<file path="src/design/exlfsr_pkg.sv">
// Shared constants and feedback helpers for the XNOR LFSR keystream engine.
package exlfsr_pkg;

  localparam int WORD_W   = 32;
  localparam int STEP_W   = 10;
  localparam int ACTION_W = 2;
  localparam int IN_W     = 48;

  localparam int MAX_STEPS = 1023;
  localparam logic [STEP_W-1:0] MAX_STEPS_C = STEP_W'(MAX_STEPS);

  localparam logic [ACTION_W-1:0] ACT_SEED    = 2'd0;
  localparam logic [ACTION_W-1:0] ACT_DESCRAM = 2'd1;
  localparam logic [ACTION_W-1:0] ACT_ADVANCE = 2'd2;
  localparam logic [ACTION_W-1:0] ACT_NONE    = 2'd3;

  typedef logic [WORD_W-1:0] word_t;

  // Feedback for right-shift steps: inverted XOR of bits 0, 7, 15 and 23.
  function automatic logic fb_right(input word_t w);
    fb_right = ~(w[0] ^ w[7] ^ w[15] ^ w[23]);
  endfunction

  // Feedback for left-shift steps: inverted XOR of bits 31, 24, 16 and 8.
  function automatic logic fb_left(input word_t w);
    fb_left = ~(w[31] ^ w[24] ^ w[16] ^ w[8]);
  endfunction

  function automatic word_t rev32(input word_t v);
    word_t r;
    for (int i = 0; i < WORD_W; i++) begin
      r[i] = v[WORD_W-1-i];
    end
    rev32 = r;
  endfunction

endpackage

</file>
<file path="src/design/exnor_lfsr_unlock_scrambler.sv">
// Top level of the XNOR LFSR keystream engine: one shared shift step under a sequencer.
//
// Usage:
//   Slave channel (s_*) takes one request: tuser holds the action (0 seed,
//   1 descramble then advance, 2 advance only, 3 no change), tdata holds
//   data_word in bits 31:0 and step_count in bits 41:32.
//   Master channel (m_*) returns one result word per request.
// Timing:
//   A request with step count n (saturated at MAX_STEPS) takes n steps in
//   the single-bit shift unit, then a final step applying the last feedback
//   bit (and the bit reversal for a seed), after which m_tvalid rises.
//   Action 3 answers on the next cycle. The shift loop sets the rate, and
//   a new request is taken only after the last result is delivered.
//   s_tready is high only while no request is in flight.
// Reset:
//   rst (synchronous, active high) clears the keystream to zero and drops
//   any request in flight.
// Stall:
//   When m_tready is low the result holds in the output register and no
//   new request is taken until it is delivered.
module exnor_lfsr_unlock_scrambler
  import exlfsr_pkg::*;
(
  input  logic                clk,
  input  logic                rst,
  input  logic                s_tvalid,
  output logic                s_tready,
  input  logic [IN_W-1:0]     s_tdata,   // [31:0] data_word, [41:32] step_count, [47:42] zero
  input  logic [ACTION_W-1:0] s_tuser,   // [1:0] action
  output logic                m_tvalid,
  input  logic                m_tready,
  output logic [WORD_W-1:0]   m_tdata    // [31:0] result_word
);

  localparam logic [1:0] ST_IDLE = 2'd0;
  localparam logic [1:0] ST_RUN  = 2'd1;
  localparam logic [1:0] ST_DONE = 2'd2;

  logic [1:0]          state;
  logic [ACTION_W-1:0] act;
  logic [STEP_W-1:0]   count;
  word_t               work;
  word_t               keystream;
  word_t               result;

  logic                accept;
  word_t               in_word;
  logic [STEP_W-1:0]   in_steps;
  logic [STEP_W-1:0]   steps_clamped;
  word_t               step_out;
  word_t               seed_final;
  word_t               adv_final;

  assign accept   = s_tvalid && s_tready;
  assign in_word  = s_tdata[WORD_W-1:0];
  assign in_steps = s_tdata[WORD_W+STEP_W-1:WORD_W];
  assign steps_clamped = (in_steps > MAX_STEPS_C) ? MAX_STEPS_C : in_steps;

  // Shared single-step unit: right shift feeding bit 30 for a seed, left
  // shift feeding bit 1 for an advance.
  always_comb begin
    if (act == ACT_SEED) begin
      step_out = {1'b0, work[31] | fb_right(work), work[30:1]};
    end else begin
      step_out = {work[30:1], work[0] | fb_left(work), 1'b0};
    end
  end

  // Final feedback bit, plus the bit reversal on the seed path.
  assign seed_final = rev32({work[31] | fb_right(work), work[30:0]});
  assign adv_final  = {work[31:1], work[0] | fb_left(work)};

  assign s_tready = (state == ST_IDLE);
  assign m_tvalid = (state == ST_DONE);
  assign m_tdata  = result;

  always_ff @(posedge clk) begin
    if (rst) begin
      state     <= ST_IDLE;
      keystream <= '0;
      act       <= ACT_NONE;
      count     <= '0;
    end else begin
      case (state)
        ST_IDLE: begin
          if (accept) begin
            act   <= s_tuser;
            count <= steps_clamped;
            if (s_tuser == ACT_SEED) begin
              work  <= in_word;
              state <= ST_RUN;
            end else if (s_tuser == ACT_NONE) begin
              // Unused code: report the keystream, leave it alone.
              result <= keystream;
              state  <= ST_DONE;
            end else begin
              work   <= keystream;
              result <= in_word ^ keystream;
              state  <= ST_RUN;
            end
          end
        end
        ST_RUN: begin
          if (count != '0) begin
            // Advance one shift step.
            work  <= step_out;
            count <= count - STEP_W'(1);
          end else begin
            if (act == ACT_SEED) begin
              keystream <= seed_final;
              result    <= seed_final;
            end else begin
              keystream <= adv_final;
              if (act == ACT_ADVANCE) begin
                result <= adv_final;
              end
            end
            state <= ST_DONE;
          end
        end
        ST_DONE: begin
          // Hold the result until the receiver takes it.
          if (m_tready) begin
            state <= ST_IDLE;
          end
        end
        default: begin
          state <= ST_IDLE;
        end
      endcase
    end
  end

  // The block never takes a request while a result waits.
  a_no_overlap: assert property (@(posedge clk) disable iff (rst)
    !(s_tready && m_tvalid))
    else $error("request accepted while a result is pending");

  // Each running cycle with steps left takes exactly one step off the count.
  a_count_down: assert property (@(posedge clk) disable iff (rst)
    (state == ST_RUN && count != '0) |=> (count == $past(count) - STEP_W'(1)))
    else $error("step counter did not advance by one");

  // An unused action answers on the next cycle with the unchanged keystream.
  a_none_echo: assert property (@(posedge clk) disable iff (rst)
    (accept && s_tuser == ACT_NONE) |=>
      (m_tvalid && m_tdata == $past(keystream) && keystream == $past(keystream)))
    else $error("unused action changed or misreported the keystream");

  // While a result waits, the keystream stays put.
  a_ks_hold: assert property (@(posedge clk) disable iff (rst)
    (state == ST_DONE) |=> $stable(keystream))
    else $error("keystream moved while a result was pending");

endmodule
</file>
<file path="config.mk">
export PLATFORM = sky130hd
export DESIGN_NAME = exnor_lfsr_unlock_scrambler
export DESIGN_NICKNAME = d
export VERILOG_FILES = /design/src/design/exlfsr_pkg.sv /design/src/design/exnor_lfsr_unlock_scrambler.sv
export SDC_FILE = /design/constraint.sdc
export NUM_CORES = 1
export LEC_CHECK = 0
export BUFFER_PORTS_ARGS = -buffer_cell sky130_fd_sc_hd__buf_2
export CAP_MARGIN = 5
export CORE_ASPECT_RATIO = 1.25
export CORE_MARGIN = 3
export CORE_UTILIZATION = 40
export DETAILED_ROUTE_END_ITERATION = 16
export HOLD_SLACK_MARGIN = 0.06
export SYNTH_ARGS = -nofsm -noshare
export SYNTH_HDL_FRONTEND = slang
export SYNTH_SLANG_ARGS = --single-unit
</file>
<file path="constraint.sdc">
create_clock -name clk -period 4.3 [get_ports clk]
set_clock_uncertainty 0.1 [all_clocks]
set_input_delay 0.86 -clock clk [delete_from_list [all_inputs] [get_ports clk]]
set_output_delay 0.86 -clock clk [all_outputs]
set_load 0.03 [all_outputs]
</file>
==> summary.txt <==
outcome: finished, final reports clean
clock root buffer: clkbuf_16
TritonCTS clock tree: done
Final min period: 2750 ps
Die Width: 116 um
proportion of layout cells with a drive suffix above 1: 21.3%
Hold Path Depth: 2
yosys warns: 0
Hold WC Path Type: reg -> reg
mean post-synth cell area: 9.84 um^2
post-CTS setup buffer count: 0
Power, Total: 2.87 mW
PwrDens: 420 nW/um^2
top_reg_cell synth: edfxtp_1
Pins Over Slew Limit: 0
Vias/cell: 5.66
Post-synth ARST share: 0%
Synth Instances: 616
DRC viols: 0
Core Rows: 49
wire per inst: 18.0 um
clk slew on worst S/H paths: 70 ps
first-pass GRT wire length: 24800 um
IR drop worst, VDD: 0.171 mV
# nets final: 722
Critical Path RT: 4480 ps
r2r endpoint: keystream[23]
Die Y: 144 um
Final Hold Slack: 414 ps
Final Hold Vio Count: 0
gr usage total: 19.1%
Worst Setup Start Kind: flip-flop
initial DRC count: 271
Layout area overhead: 12.9%
Crit. End Element: flip-flop
flops & latches, synth: 110
worst-path maximum fanout: 37
Post-Syn Area: 6060 um^2
DPL Wire Length: 10400 um
Initial Utilization: 41.6%
EDFF count, synth: 64
synth unique cells: 50
die area: 16700 um^2
Final setup viols: 0
Post-Route WL: 15300 um
Worst Path Class, Setup: reg -> reg
CTS sink cnt: 110
IO Pins: 88
routability cong.: 0.801
Crit. Startpoint: count[0]
post-route setup TNS: 0 ps
final std cells w/o fill: 850
Max-cap violations: 0
Worst-Margin Slew: 927 ps
post-route ant nets: 0
number of instances in the placed design: 834
number of diodes: 0
Skew-Pair Late Insertion Delay: 360 ps
area of the core: 14600 um^2
vias: 4811
vias in the first global route: 4927
FF-to-FF path depth: 7
Max Freq: 364 MHz
Post-CTS Resized: 0
antenna violations before repair: 0
Hold EP: count[1]
RSZ-0062 raised after global routing: false
largest net degree at the start of global routing: 94
final design utilization: 46.9%
HP Start: count[1]
worst endpoint data arrival time: 2920 ps
Tcrit/Tclk final: 63.9%
flop2flop setup slack: 1550 ps
syn nets: 671
Slew HR: 38.2%
Leakage: 2.65 nW
sequential cell area fraction in the yosys report: 46.9%
H-tree depth: 3
Port Buffers: 81
launch point of the worst reg-to-reg path: count[0]
TritonRoute pass-1 iters: 7
CTS Hold Bufs: 0
TritonCTS buffer count: 9
buffer levels on the longest clock path: 2
global route overflow: 0
## cell usage after synthesis, drive strengths merged (3+ instances only)
library cell,n,area share (%)
mux2i,36,5.9
xor2,33,4.8
buf,21,2.4
dfxtp,46,15
o31ai,4,0.58
a211oi,61,9.9
nand3b,3,0.37
o21ai,11,0.91
inv,5,0.31
a31oi,32,3.3
nor4,3,0.52
nor2,42,2.6
nand2b,4,0.41
a21o,5,0.62
nor4b,3,0.68
a21oi,43,3.5
edfxtp,64,32
clkbuf,30,1.9
nand2,107,6.6
nor2b,34,3.5
## critical path: stages, from the launching register on
cell      delay, ps
dfxtp_1         330
inv_1           100
ha_1            230
nor4b_4         420
and4_2          920
buf_12          280
nor2_1           70
a211oi_2        190
## registers in the layout (all words and copies together) (netlist names)
name       flops
state          2
keystream     32
act            2
count         10
m_tdata       32
work          32
## how the worst max path moves through the flow
stage,endpoint,cells past startpoint
after global placement,m_tdata[16],6
after detailed placement,m_tdata[15],6
after global routing,keystream[31],7
after CTS,keystream[23],7
after floorplan,work[0],5
final,keystream[23],7
## metrics by stage
| stage | setup slack, ps | instance area (um^2) |
|---|---|---|
| 2_1_floorplan | 917 | 6070 |
| 3_3_place_gp | 1440 | 6560 |
| 3_5_place_dp | 1390 | 6560 |
| 4_1_cts | 1520 | 6840 |
| 5_1_grt | 1260 | 6840 |
| 6_report | 1550 | 6840 |
## layer usage
layer	up-vias	share of wire, %	global-route usage, %
met3	29	4.3	3.20
met4	0	3.0	8.80
met5	-	0	0
li1	2343	-	-
met1	2318	40	21.7
met2	121	53	34.6
## logic make-up (layout without fill, tap and decap cells)
group	Yosys count	after routing	share of synthesized area (%)
AOI/OAI and AO/OA	173	173	21.3
xor gates and xnor gates	35	35	5.51
adders and majority gates	1	1	0.206
buffers and inverters	56	112	4.52
DFF	110	110	46.9
muxes	36	36	5.94
and+or+nand+nor	205	205	15.6
## power breakdown
part           switching, mW  internal [mW]  total, mW  leakage [nW]
Combinational          0.428          0.261      0.689          1.53
Clock                  0.384          0.449      0.833         0.137
Sequential            0.0927           1.26       1.35         0.977
## area by class of cell
class                      instances  area (um^2)
multi-input combinational        450         2980
tap                              178          223
clock inverter                     5         51.3
timing repair buffer              91          493
inverter                           5         18.8
fill                            1430         7750
clock buffer                      11          233
sequential                       110         2840
## cell usage in the layout (no fill, tap or decap), types with 5 or more instances in the layout
| master | instances |
|---|---|
| nor2_1 | 40 |
| buf_4 | 9 |
| clkbuf_16 | 9 |
| o21ai_0 | 11 |
| a211oi_2 | 29 |
| nor2b_1 | 34 |
| buf_2 | 81 |
| edfxtp_1 | 64 |
| a211oi_1 | 32 |
| mux2i_1 | 36 |
| xor2_1 | 33 |
| a31oi_1 | 32 |
| nand2_1 | 107 |
| inv_1 | 5 |
| a21o_1 | 5 |
| dfxtp_1 | 46 |
| a21oi_1 | 43 |
Note: power is estimated with default switching activity, not from simulation.
